$ cat src/hdl/cctc_pkg.sv
// Shared constants, types and character helpers for the CSV column type classifier
package cctc_pkg;

	localparam int MAX_COLS = 32;
	localparam int CNT_W    = $clog2(MAX_COLS + 1);
	localparam int IDX_W    = (MAX_COLS > 1) ? $clog2(MAX_COLS) : 1;

	localparam logic [7:0] CH_SEMI  = 8'h3B;
	localparam logic [7:0] CH_COMMA = 8'h2C;
	localparam logic [7:0] CH_NL    = 8'h0A;
	localparam logic [7:0] CH_MINUS = 8'h2D;
	localparam logic [7:0] CH_DOT   = 8'h2E;

	localparam logic [1:0] TYPE_INT   = 2'd0;
	localparam logic [1:0] TYPE_BOOL  = 2'd1;
	localparam logic [1:0] TYPE_FLOAT = 2'd2;
	localparam logic [1:0] TYPE_STR   = 2'd3;

	typedef enum logic [1:0] {
		ST_IDLE,
		ST_FINISH,
		ST_FLUSH
	} state_t;

	typedef struct packed {
		logic step;
		logic finish;
		logic load;
		logic clear;
	} cmd_t;

	typedef struct packed {
		logic last_col;
	} sts_t;

	// words TRUE, true, FALSE, false
	function automatic logic [7:0] bool_char(input logic [1:0] w, input logic [2:0] pos);
		logic [39:0] word;
		logic [7:0]  ch;
		case (w)
			2'd0:    word = {"TRUE", 8'h00};
			2'd1:    word = {"true", 8'h00};
			2'd2:    word = "FALSE";
			default: word = "false";
		endcase
		case (pos)
			3'd0:    ch = word[39:32];
			3'd1:    ch = word[31:24];
			3'd2:    ch = word[23:16];
			3'd3:    ch = word[15:8];
			3'd4:    ch = word[7:0];
			default: ch = 8'h00;
		endcase
		return ch;
	endfunction

	function automatic logic [2:0] bool_len(input logic [1:0] w);
		return w[1] ? 3'd5 : 3'd4;
	endfunction

	function automatic logic is_blank(input logic [7:0] c);
		return (c == 8'h20) || (c == 8'h09) || (c == 8'h0B) || (c == 8'h0C) || (c == 8'h0D);
	endfunction

	function automatic logic is_digit(input logic [7:0] c);
		return (c >= 8'h30) && (c <= 8'h39);
	endfunction

endpackage

$ cat src/hdl/cctc_ctrl.sv
// Controller: byte intake, end-of-file finish and column flush sequencing
module cctc_ctrl (
	input  logic             clk,
	input  logic             arst_n,
	input  logic             data_valid,
	input  logic             end_of_file,
	output logic             data_stall,
	output logic             result_valid,
	input  logic             result_stall,
	output cctc_pkg::cmd_t   cmd,
	input  cctc_pkg::sts_t   sts
);

	cctc_pkg::state_t state_q, state_n;
	logic             out_valid_q, out_valid_n;

	always_ff @(posedge clk or negedge arst_n) begin
		if (!arst_n) begin
			state_q     <= cctc_pkg::ST_IDLE;
			out_valid_q <= 1'b0;
		end else begin
			state_q     <= state_n;
			out_valid_q <= out_valid_n;
		end
	end

	always_comb begin
		state_n    = state_q;
		cmd        = '0;
		data_stall = 1'b1;
		case (state_q)
			cctc_pkg::ST_IDLE: begin
				data_stall = 1'b0;
				if (data_valid) begin
					cmd.step = 1'b1;
					if (end_of_file)
						state_n = cctc_pkg::ST_FINISH;
				end
			end
			cctc_pkg::ST_FINISH: begin
				cmd.finish = 1'b1;
				state_n    = cctc_pkg::ST_FLUSH;
			end
			cctc_pkg::ST_FLUSH: begin
				if (!out_valid_q || !result_stall) begin
					cmd.load = 1'b1;
					if (sts.last_col) begin
						cmd.clear = 1'b1;
						state_n   = cctc_pkg::ST_IDLE;
					end
				end
			end
			default: begin
				state_n = cctc_pkg::ST_IDLE;
			end
		endcase
	end

	always_comb begin
		if (cmd.load)
			out_valid_n = 1'b1;
		else if (!result_stall)
			out_valid_n = 1'b0;
		else
			out_valid_n = out_valid_q;
	end

	assign result_valid = out_valid_q;

endmodule

$ cat src/hdl/cctc_dp.sv
// Datapath: header column count, per-cell scan, per-column type flags, result register
module cctc_dp (
	input  logic            clk,
	input  logic            arst_n,
	input  logic [7:0]      data_byte,
	input  cctc_pkg::cmd_t  cmd,
	output cctc_pkg::sts_t  sts,
	output logic [4:0]      col_index,
	output logic [1:0]      col_type,
	output logic [5:0]      col_count,
	output logic            cols_truncated,
	output logic            final_col
);

	localparam int MC = cctc_pkg::MAX_COLS;
	localparam int CW = cctc_pkg::CNT_W;
	localparam int IW = cctc_pkg::IDX_W;

	logic          in_header_q, in_header_n;
	logic [CW-1:0] column_count_q, column_count_n;
	logic [CW-1:0] current_column_q, current_column_n;
	logic          skip_q, skip_n;
	logic          overflowed_q, overflowed_n;
	logic [MC-1:0] int_flags_q, int_flags_n;
	logic [MC-1:0] bool_flags_q, bool_flags_n;
	logic [MC-1:0] float_flags_q, float_flags_n;
	logic          started_q, started_n;
	logic          space_q, space_n;
	logic          minus_q, minus_n;
	logic          dot_q, dot_n;
	logic          bad_q, bad_n;
	logic [3:0]    words_q, words_n;
	logic [2:0]    wlen_q, wlen_n;
	logic [IW-1:0] flush_idx_q;

	logic [4:0] col_index_q;
	logic [1:0] col_type_q;
	logic [5:0] col_count_q;
	logic       truncated_q;
	logic       final_q;

	logic          is_nl, is_sep, do_finish, do_char, fin_hit, cell_bool, cell_bad;
	logic [IW-1:0] fidx;
	logic [CW-1:0] col_inc;
	logic          last_col;
	logic [1:0]    flush_type;

	assign is_nl  = (data_byte == cctc_pkg::CH_NL);
	assign is_sep = (data_byte == cctc_pkg::CH_SEMI) || (data_byte == cctc_pkg::CH_COMMA);

	assign do_finish = !in_header_q &&
		((cmd.step && (is_nl || (is_sep && !skip_q))) || cmd.finish);
	assign do_char   = cmd.step && !in_header_q && !is_nl && !is_sep && !skip_q;

	assign fin_hit   = started_q && !skip_q && (current_column_q < column_count_q) &&
		(current_column_q < CW'(MC));
	assign cell_bool = ((|words_q[1:0]) && (wlen_q == 3'd4)) ||
		((|words_q[3:2]) && (wlen_q == 3'd5));
	assign cell_bad  = bad_q || minus_q;
	assign fidx      = current_column_q[IW-1:0];
	assign col_inc   = current_column_q + CW'(1);

	// header and column position
	always_comb begin
		in_header_n      = in_header_q;
		column_count_n   = column_count_q;
		current_column_n = current_column_q;
		skip_n           = skip_q;
		overflowed_n     = overflowed_q;
		if (cmd.step) begin
			if (in_header_q) begin
				if (is_nl) begin
					in_header_n = 1'b0;
				end else if (is_sep) begin
					if (column_count_q < CW'(MC))
						column_count_n = column_count_q + CW'(1);
					else
						overflowed_n = 1'b1;
				end
			end else if (is_nl) begin
				current_column_n = '0;
				skip_n           = 1'b0;
			end else if (is_sep && !skip_q) begin
				current_column_n = col_inc;
				if (col_inc >= column_count_q)
					skip_n = 1'b1;
			end
		end
		if (cmd.clear) begin
			in_header_n      = 1'b1;
			column_count_n   = CW'(1);
			current_column_n = '0;
			skip_n           = 1'b0;
			overflowed_n     = 1'b0;
		end
	end

	// column flags
	always_comb begin
		int_flags_n   = int_flags_q;
		bool_flags_n  = bool_flags_q;
		float_flags_n = float_flags_q;
		if (do_finish && fin_hit) begin
			if (!cell_bool)
				bool_flags_n[fidx] = 1'b0;
			if (cell_bad) begin
				int_flags_n[fidx]   = 1'b0;
				float_flags_n[fidx] = 1'b0;
			end else if (dot_q) begin
				float_flags_n[fidx] = 1'b1;
				int_flags_n[fidx]   = 1'b0;
			end
		end
		if (cmd.clear) begin
			int_flags_n   = '1;
			bool_flags_n  = '1;
			float_flags_n = '0;
		end
	end

	// cell scan
	always_comb begin
		started_n = started_q;
		space_n   = space_q;
		minus_n   = minus_q;
		dot_n     = dot_q;
		bad_n     = bad_q;
		words_n   = words_q;
		wlen_n    = wlen_q;
		if (do_char) begin
			if (cctc_pkg::is_blank(data_byte)) begin
				if (started_q)
					space_n = 1'b1;
			end else begin
				if (space_q) begin
					bad_n   = 1'b1;
					words_n = '0;
				end
				for (int w = 0; w < 4; w++) begin
					if ((wlen_q >= cctc_pkg::bool_len(2'(w))) ||
						(cctc_pkg::bool_char(2'(w), wlen_q) != data_byte))
						words_n[w] = 1'b0;
				end
				if (wlen_q != 3'd7)
					wlen_n = wlen_q + 3'd1;
				if (minus_q) begin
					if (!cctc_pkg::is_digit(data_byte))
						bad_n = 1'b1;
					minus_n = 1'b0;
				end
				if (cctc_pkg::is_digit(data_byte)) begin
					bad_n = bad_n;
				end else if (data_byte == cctc_pkg::CH_MINUS) begin
					minus_n = 1'b1;
				end else if ((data_byte == cctc_pkg::CH_DOT) && started_q && !dot_q) begin
					dot_n = 1'b1;
				end else begin
					bad_n = 1'b1;
				end
				started_n = 1'b1;
				space_n   = 1'b0;
			end
		end else if (do_finish || cmd.clear) begin
			started_n = 1'b0;
			space_n   = 1'b0;
			minus_n   = 1'b0;
			dot_n     = 1'b0;
			bad_n     = 1'b0;
			words_n   = '1;
			wlen_n    = '0;
		end
	end

	always_ff @(posedge clk or negedge arst_n) begin
		if (!arst_n) begin
			in_header_q      <= 1'b1;
			column_count_q   <= CW'(1);
			current_column_q <= '0;
			skip_q           <= 1'b0;
			overflowed_q     <= 1'b0;
			int_flags_q      <= '1;
			bool_flags_q     <= '1;
			float_flags_q    <= '0;
			started_q        <= 1'b0;
			space_q          <= 1'b0;
			minus_q          <= 1'b0;
			dot_q            <= 1'b0;
			bad_q            <= 1'b0;
			words_q          <= '1;
			wlen_q           <= '0;
			flush_idx_q      <= '0;
		end else begin
			in_header_q      <= in_header_n;
			column_count_q   <= column_count_n;
			current_column_q <= current_column_n;
			skip_q           <= skip_n;
			overflowed_q     <= overflowed_n;
			int_flags_q      <= int_flags_n;
			bool_flags_q     <= bool_flags_n;
			float_flags_q    <= float_flags_n;
			started_q        <= started_n;
			space_q          <= space_n;
			minus_q          <= minus_n;
			dot_q            <= dot_n;
			bad_q            <= bad_n;
			words_q          <= words_n;
			wlen_q           <= wlen_n;
			if (cmd.clear)
				flush_idx_q <= '0;
			else if (cmd.load)
				flush_idx_q <= flush_idx_q + IW'(1);
		end
	end

	// flush
	assign last_col = ((CW'(flush_idx_q) + CW'(1)) == column_count_q);
	assign sts.last_col = last_col;

	always_comb begin
		if (int_flags_q[flush_idx_q])
			flush_type = cctc_pkg::TYPE_INT;
		else if (bool_flags_q[flush_idx_q])
			flush_type = cctc_pkg::TYPE_BOOL;
		else if (float_flags_q[flush_idx_q])
			flush_type = cctc_pkg::TYPE_FLOAT;
		else
			flush_type = cctc_pkg::TYPE_STR;
	end

	always_ff @(posedge clk) begin
		if (cmd.load) begin
			col_index_q <= 5'(flush_idx_q);
			col_type_q  <= flush_type;
			col_count_q <= 6'(column_count_q);
			truncated_q <= overflowed_q;
			final_q     <= last_col;
		end
	end

	assign col_index      = col_index_q;
	assign col_type       = col_type_q;
	assign col_count      = col_count_q;
	assign cols_truncated = truncated_q;
	assign final_col      = final_q;

endmodule

$ cat src/hdl/csv_column_type_classifier_top.sv
// Input bytes: one transfer per cycle while no flush is running; stall drops with the controller idle.
// End-of-file byte: the FINISH state closes the open cell, then the FLUSH state loads one result per column
// from the flag registers into the result register, a new one whenever that register is empty or not
// stalled; input stays stalled until the last result is loaded.
// Reset (arst_n, async, active low) clears control state and restores all column flags.
module csv_column_type_classifier_top (
	input  logic       clk,
	input  logic       arst_n,
	input  logic       data_valid,
	output logic       data_stall,
	input  logic [7:0] data_byte,
	input  logic       end_of_file,
	output logic       result_valid,
	input  logic       result_stall,
	output logic [4:0] col_index,
	output logic [1:0] col_type,
	output logic [5:0] col_count,
	output logic       cols_truncated,
	output logic       final_col
);

	cctc_pkg::cmd_t cmd;
	cctc_pkg::sts_t sts;

	cctc_ctrl u_ctrl (
		.clk          (clk),
		.arst_n       (arst_n),
		.data_valid   (data_valid),
		.end_of_file  (end_of_file),
		.data_stall   (data_stall),
		.result_valid (result_valid),
		.result_stall (result_stall),
		.cmd          (cmd),
		.sts          (sts)
	);

	cctc_dp u_dp (
		.clk            (clk),
		.arst_n         (arst_n),
		.data_byte      (data_byte),
		.cmd            (cmd),
		.sts            (sts),
		.col_index      (col_index),
		.col_type       (col_type),
		.col_count      (col_count),
		.cols_truncated (cols_truncated),
		.final_col      (final_col)
	);

endmodule

$ cat config.mk
export PLATFORM = sky130hd
export DESIGN_NAME = csv_column_type_classifier_top
export DESIGN_NICKNAME = d
export VERILOG_FILES = /design/src/hdl/cctc_pkg.sv /design/src/hdl/cctc_ctrl.sv /design/src/hdl/cctc_dp.sv /design/src/hdl/csv_column_type_classifier_top.sv
export SDC_FILE = /design/constraint.sdc
export NUM_CORES = 1
export LEC_CHECK = 0
export BUFFER_PORTS_ARGS = -buffer_cell sky130_fd_sc_hd__buf_2
export CAP_MARGIN = 20
export CORE_MARGIN = 1.5
export CORE_UTILIZATION = 54
export DETAILED_ROUTE_END_ITERATION = 7
export PLACE_DENSITY = 0.82
export SYNTH_ARGS = -nofsm -noshare
export SYNTH_HDL_FRONTEND = slang
export SYNTH_SLANG_ARGS = --single-unit
$ cat constraint.sdc
create_clock -name clk -period 5.1 [get_ports clk]
set_clock_uncertainty 0.15 [all_clocks]
set_input_delay 0.255 -clock clk [delete_from_list [all_inputs] [get_ports clk]]
set_output_delay 0.255 -clock clk [all_outputs]
set_load 0.01 [all_outputs]
; After elaboration in Yosys (flattened, before gate mapping)
; Cells that the tools add are included.
[classes]
n_addsub = 5
n_lt_le_gt_ge = 11
eq_ne = 42
mux = 111
bitwise = 5
n_reduce_logical = 69
[ops]
columns = operator, count
row1 = 2-to-1 mux 32 bit, 11
row2 = bitwise AND 32 bit, 3
row3 = case mux 7 bit (5 select lines), 2
row4 = 2-to-1 mux 6 bit, 11
row5 = 2-to-1 mux 8 bit, 8
row6 = 2-to-1 mux 1 bit, 56
row7 = case mux 7 bit (4 select lines), 2
row8 = "== test 8 x 4 -> 1 bit, second input constant", 5
row9 = "== test 8 x 6 -> 1 bit, second input constant", 5
row10 = != test 8 bit, 4
row11 = inverter 32 bit, 1
row12 = bitwise OR 32 bit, 1
row13 = AND reduction 3 bit, 6
row14 = logical AND 1 bit, 17
row15 = 2-to-1 mux 4 bit, 4
row16 = "!= test 2 bit, second input constant", 8
row17 = binary-select mux 1 bit (select 5 bit), 3
row18 = logical OR 1 bit, 15
row19 = "!= test 3 x 2 -> 1 bit, second input constant", 5
row20 = AND reduction 5 bit, 3
row21 = nonzero test 2 bit, 7
row22 = "adder 6 x 1 -> 6 bit, second input constant", 2
row23 = "less-than comparator 5 x 6 -> 1 bit, second input constant", 2
row24 = "less-than comparator 6 bit, second input constant", 2
row25 = other kinds (29), 60
[word_totals]
ff_bits = 146
inputBits = 13
output_inout_bits = 17
word_cells = 270

; Depth between registers and ports, before layout
[depth]
depth_word = 12
depth_mapped = 12
mapped_depth_nobuf = 10

; By module
; Synthesis repeated with hierarchy kept, for this count alone.
[unflattened]
cells_unflattened = 756
area_unflattened_um2 = 8085.3
[modules_own_cells]
columns = mod, instances, cells_per_inst, area_per_inst_um2
row1 = cctc_dp, 1, 740, 7917.6
row2 = cctc_ctrl, 1, 16, 167.7

; Worst setup path before layout
; OpenSTA, ideal clock, no wires.
[synth_path]
path_kind = register to register
start = register u_dp.flush_idx_q[0]
end = register u_dp.col_type_q[0], in the netlist u_dp.col_type[0], data pin
setup_ps = 138
arrival_time_ps = 2362
required_time_ps = 4812
setup_slack_ps = 2450
stages_incl_launch_ff = 7
n_path_buf = 2
period_less_slack_ps = 2650
path_cell_list = dfrtp_1 > clkbuf_1 > buf_2 > mux4_2 > mux4_2 > mux2_2 > nor2_1
[synth_between]
elab_chain_cells = 4
elab_cells_between_ends = 8
cone_classes = 8 x mux
[synth_lines]
columns = element, line_no
row1 = "start, declared", cctc_dp.sv:34  ; logic [IW-1:0] flush_idx_q;
row2 = "start signal, assigned", cctc_dp.sv:211  ; flush_idx_q <= flush_idx_q + IW'(1);
row3 = binary-select mux 1 bit (select 5 bit), cctc_dp.sv:224  ; else if (float_flags_q[flush_idx_q])
row4 = 2-to-1 mux 1 bit (implied by the code), cctc_dp.sv:224
row5 = 2-to-1 mux 1 bit, cctc_dp.sv:224
row6 = 2-to-1 mux 1 bit, cctc_dp.sv:222  ; else if (bool_flags_q[flush_idx_q])
row7 = "end signal, assigned", cctc_dp.sv:233  ; col_type_q <= flush_type;
row8 = "end, declared", cctc_dp.sv:37  ; logic [1:0] col_type_q;
; Several ways; a longest one is shown, not always the timed one. The select of a mux whose other input is x is not followed.
; A chain may end at the register's enable or synchronous reset.

; Worst setup path in the final report
[layout_path]
start = register u_dp.flush_idx_q[0]
end = register u_dp.int_flags_q[24]
[layout_between]
elab_chain_cells = 7
elab_cells_between_ends = 9
cone_classes = 1 x add/sub / 1 x eq/ne / 4 x mux / 3 x reduce/logical
[layout_lines]
columns = element, line_no
row1 = adder 5 x 1 -> 6 bit *, cctc_dp.sv:216  ; assign last_col = ((CW'(flush_idx_q) + CW'(1)) == column_count_q);
row2 = == test 6 bit *, cctc_dp.sv:216
row3 = named net sts, csv_column_type_classifier_top.sv:23  ; cctc_pkg::sts_t sts;
row4 = 2-to-1 mux 1 bit *, cctc_ctrl.sv:47  ; if (sts.last_col) begin
row5 = 2-to-1 mux 2 bit *, cctc_ctrl.sv:45  ; if (!out_valid_q || !result_stall) begin
row6 = 2-to-1 mux 2 bit *, cctc_ctrl.sv:31  ; case (state_q)
row7 = nonzero test 3 bit (no line) or nonzero test 2 bit (tied branches), n/a
row8 = AND reduction 2 bit (no line), n/a
row9 = "end signal, assigned", cctc_dp.sv:198  ; int_flags_q <= int_flags_n;
row10 = "end, declared", cctc_dp.sv:24  ; logic [MC-1:0] int_flags_q, int_flags_n;
; Mark *: on every way through the listed nets, which the timed path passes. The rest lies on a longest branch.

==> flow_summary.rst <==
.. list-table::
   :header-rows: 1

   * - Metric
     - Value
   * - Run status
     - finished, final reports clean
   * - First-pass GRT wire length
     - 31660 microns
   * - Max stage delay on crit path
     - 0.85 ns
   * - Post-cts gate resize count
     - 0
   * - Half-perimeter wire length after detailed placement
     - 12640 microns
   * - Library cell occupying the most area in the post-synthesis netlist
     - dfstp_2
   * - CP required
     - 5.29 ns
   * - Setup slack of the most critical reg-to-reg path
     - 1.40 ns
   * - Routed via count
     - 6222
   * - Part of the power in combinational logic
     - 25.5%
   * - Depth of the CTS H-tree
     - 4
   * - Gr ovfl total
     - 0
   * - Layout Cell Area excl Fill
     - 8984 sq um
   * - Number of violations of the max-capacitance limit
     - 0
   * - Pint
     - 0.002730 W
   * - Share of post-route cells with drive strength above 1
     - 25.41%
   * - Max Fanout on Critical Path
     - 23
   * - Total Power Consumption
     - 0.004028 W
   * - Number of global-route vias before repair
     - 6143
   * - Actual slew at the worst max-slew pin
     - 1.075 ns
   * - Category of the worst setup path capture point
     - flop
   * - Portion of the post-synthesis area used by sequential elements
     - 46.91%
   * - Initial drt markers
     - 516
   * - Max_slew headroom
     - 27.72%
   * - Portion of synthesized cell area occupied by the leading cell type
     - 22.61%
   * - Setup repair after global routing missed its margin
     - no
   * - Final-report max-slew violation count
     - 0
   * - Setup-failing EPs final
     - 0
   * - Clk pwr share
     - 31.2%
   * - Core ar.
     - 14640 sq um
   * - Final GP Congestion
     - 0.8619
   * - Worst VDD drop
     - 252.1 uV
   * - Levels on crit path
     - 8
   * - FF+latch count, synth
     - 146
   * - CTS root buf
     - clkbuf_16
   * - Clock-pin slew on the worst setup and hold paths
     - 0.06 ns
   * - TritonCTS clock tree
     - yes
   * - Buffer depth of the longest clock path
     - 2
   * - Site row count
     - 44
   * - Crit path buffers/inverters
     - 2
   * - Synth area leaders
     - dfstp_2 (23%), dfrtp_1 (19%), nand2_1 (5.8%), edfxtp_1 (5.5%), mux4_2 (4.4%)
   * - Launch instance of the worst register-to-register path
     - u_dp.flush_idx_q[0]
   * - Count of flip-flops with a built-in enable after synthesis
     - 15
   * - Netlist area before placement
     - 8135 sq um
   * - R2r worst-path depth
     - 8
   * - Startpoint type of the worst setup path
     - flop
   * - Pin count of the biggest net entering global routing
     - 82
   * - Crit-path cells
     - ha_1 > o21ai_0 > o221a_2 > o211ai_2 > inv_2 > nand2_1 > buf_4 > nand2_1
   * - Antenna violations before repair
     - 0
   * - Synth top cells by count
     - nand2_1 (125), dfstp_2 (70), dfrtp_1 (61)
   * - End of the worst register-to-register path
     - u_dp.int_flags_q[24]
   * - I/O Pins
     - 30
   * - Synth unique cells
     - 74
   * - Diodes inserted
     - 0
   * - Initial Utilization
     - 55.55%
   * - Synth warnings
     - 0
   * - Antenna viol nets, final
     - 0
   * - Number of DRC violations after detailed routing
     - 0
   * - Wirelength, routed
     - 19200 microns
   * - Setup_tns
     - 0 ns
   * - Syn_nets
     - 808
   * - Clock sinks
     - 146
   * - Class of the tightest hold or removal check
     - primary input to asynchronous set/reset pin
   * - Overall global routing resource usage
     - 25.30%
   * - Critical path arrival
     - 3.89 ns
   * - Post-CTS setup repair buffer count
     - 0
   * - Clk Latency, worst-skew pair
     - 0.42 ns
   * - Slowest stage cell, crit path
     - dfrtp_1
   * - Post-synthesis to final-layout area growth
     - 10.43%
   * - Vertical extent of the die
     - 125.7 microns
   * - Clock period minus final worst setup slack
     - 3.696 ns
   * - X dimension of the die
     - 125.7 microns
   * - Count of buffers inserted at the top-level ports
     - 29
   * - Area after DPL
     - 8323 sq um
   * - Fraction of power spent switching nets
     - 32.23%
   * - Number of detailed-routing iterations run before antenna repair
     - 7
   * - Die area
     - 15810 sq um
   * - Via-per-instance ratio
     - 6.330
   * - Max Fclk
     - 0.2706 GHz
   * - Proportion of synthesized flip-flops having asynchronous set or reset
     - 89.73%
   * - Post-route fraction of the period consumed by the critical path
     - 72.47%
   * - Static leakage
     - 3.916 nW
   * - Psw
     - 0.001298 W
   * - Number of buffers added by the clock tree synthesis step
     - 17
   * - Most frequently used flop master after synthesis
     - dfstp_2
   * - Count leader, synth
     - nand2_1
   * - WL per Instance
     - 19.53 microns
   * - Largest delay share family, worst path
     - flip-flops
   * - Final layout net count
     - 823
   * - Power per unit of standard cell area
     - 448.4 nW/um^2
   * - Mean Syn Cell Area
     - 10.55 sq um
   * - Post-Synthesis Cells
     - 771
   * - Portion of total power attributed to sequential cells
     - 43.3%
   * - Start-to-end type of the worst setup path
     - flop to flop
   * - Number of failing hold endpoints at the final stage
     - 0
   * - Crit path top cell by count
     - nand2_1
==> power by group through the flow <==
stage / logic (W) / clock network, W / registers [W]
after floorplan: 0.000792 / 0 / 0.00168
after global placement: 0.000991 / 0 / 0.00175
after detailed placement: 0.00101 / 0 / 0.00176
after CTS: 0.00102 / 0.00127 / 0.00174
after global routing: 0.00114 / 0.00132 / 0.00178
final: 0.00103 / 0.00126 / 0.00175
==> what timing repair did <==
| item | in CTS | in global routing |
|---|---|---|
| endpoints found under the setup margin | 0 | 0 |
| hold buffers | 3 | 0 |
| endpoints found under the hold margin | 46 | 0 |
==> flip-flops by register name, summed over array words and instances, names as in the netlist, 2 cells and up <==
signal	cells
u_dp.col_index	5
u_dp.float_flags_q	32
u_dp.col_type	2
u_ctrl.state_q	2
u_dp.col_count	6
u_dp.flush_idx_q	5
u_dp.int_flags_q	32
u_dp.column_count_q	6
u_dp.words_q	4
u_dp.wlen_q	3
u_dp.current_column_q	6
u_dp.bool_flags_q	32
==> metrics by stage <==
stage	hold slack (ns)	std cells	util, %	setup WS, ns
after floorplan	-0.1906	771	-	2.450
after global placement	0.2830	946	56.84	1.667
after detailed placement	0.2879	946	56.84	1.503
after CTS	0.1315	981	61.12	1.465
after global routing	0.06350	983	61.35	1.114
final	0.05662	983	61.35	1.404
==> cell usage in the layout, fill, tap and decap left out, types with 4 or more instances in the layout <==
cell type,count
nand2_1,125
buf_2,29
a211oi_1,4
buf_4,10
o21a_1,4
o211ai_1,7
edfxtp_1,15
mux2i_1,28
inv_6,4
ha_1,24
o22a_1,24
or2_2,4
dfrtp_1,60
a21o_1,31
mux4_2,16
nand3_1,19
xor2_1,6
nand2b_1,6
nor2_1,37
o22ai_2,20
o21ai_0,48
and3_1,5
inv_1,18
nor2b_1,18
mux2_2,4
nor3_1,6
xnor2_1,15
and2_1,6
a31oi_1,7
o31ai_1,4
a22o_1,4
clkbuf_16,17
dfstp_2,70
o22ai_1,4
a21oi_1,16
a22oi_1,9
nand4_1,7
==> worst max-delay path by stage <==
stage | start | endpoint | slack, ns
floorplan | u_dp.flush_idx_q[0] | u_dp.col_type[0] | 2.45
global placement | u_dp.flush_idx_q[0] | u_dp.column_count_q[0] | 1.67
detailed placement | u_dp.flush_idx_q[0] | u_dp.int_flags_q[24] | 1.50
CTS | u_dp.flush_idx_q[0] | u_dp.bool_flags_q[3] | 1.46
global route | u_dp.flush_idx_q[0] | u_dp.bool_flags_q[3] | 1.11
finish | u_dp.flush_idx_q[0] | u_dp.int_flags_q[24] | 1.40
==> per-layer routing <==
| layer | part of all wire, % | vias up | GRT usage [%] | routed length (microns) |
|---|---|---|---|---|
| li1 | - | 2843 | - | - |
| met1 | 43 | 3091 | 33.53 | 8217 |
| met2 | 48 | 239 | 40.14 | 9220 |
| met3 | 6.5 | 49 | 6.245 | 1240 |
| met4 | 2.7 | 0 | 10.34 | 517 |
| met5 | 0 | - | 0 | 0 |
==> cell families after synthesis <==
family | count (synthesis) | share of synthesized area [%]
buf+inv | 67 | 4.153
xor+xnor | 21 | 2.261
simple gates | 256 | 15.00
compound gates | 209 | 19.56
fa+ha+maj | 24 | 3.691
mux | 48 | 8.428
flops | 146 | 46.91
==> final cells by class <==
type | count | area, sq um
inverters | 20 | 75.07
multi-input cells | 558 | 3985
well taps | 184 | 230.2
repair buffers | 43 | 277.8
fillers | 1141 | 5660
clock inverters | 15 | 172.7
clock buffers | 17 | 425.4
flip-flops and latches | 146 | 3817
Power figures use the tool's default switching activity.
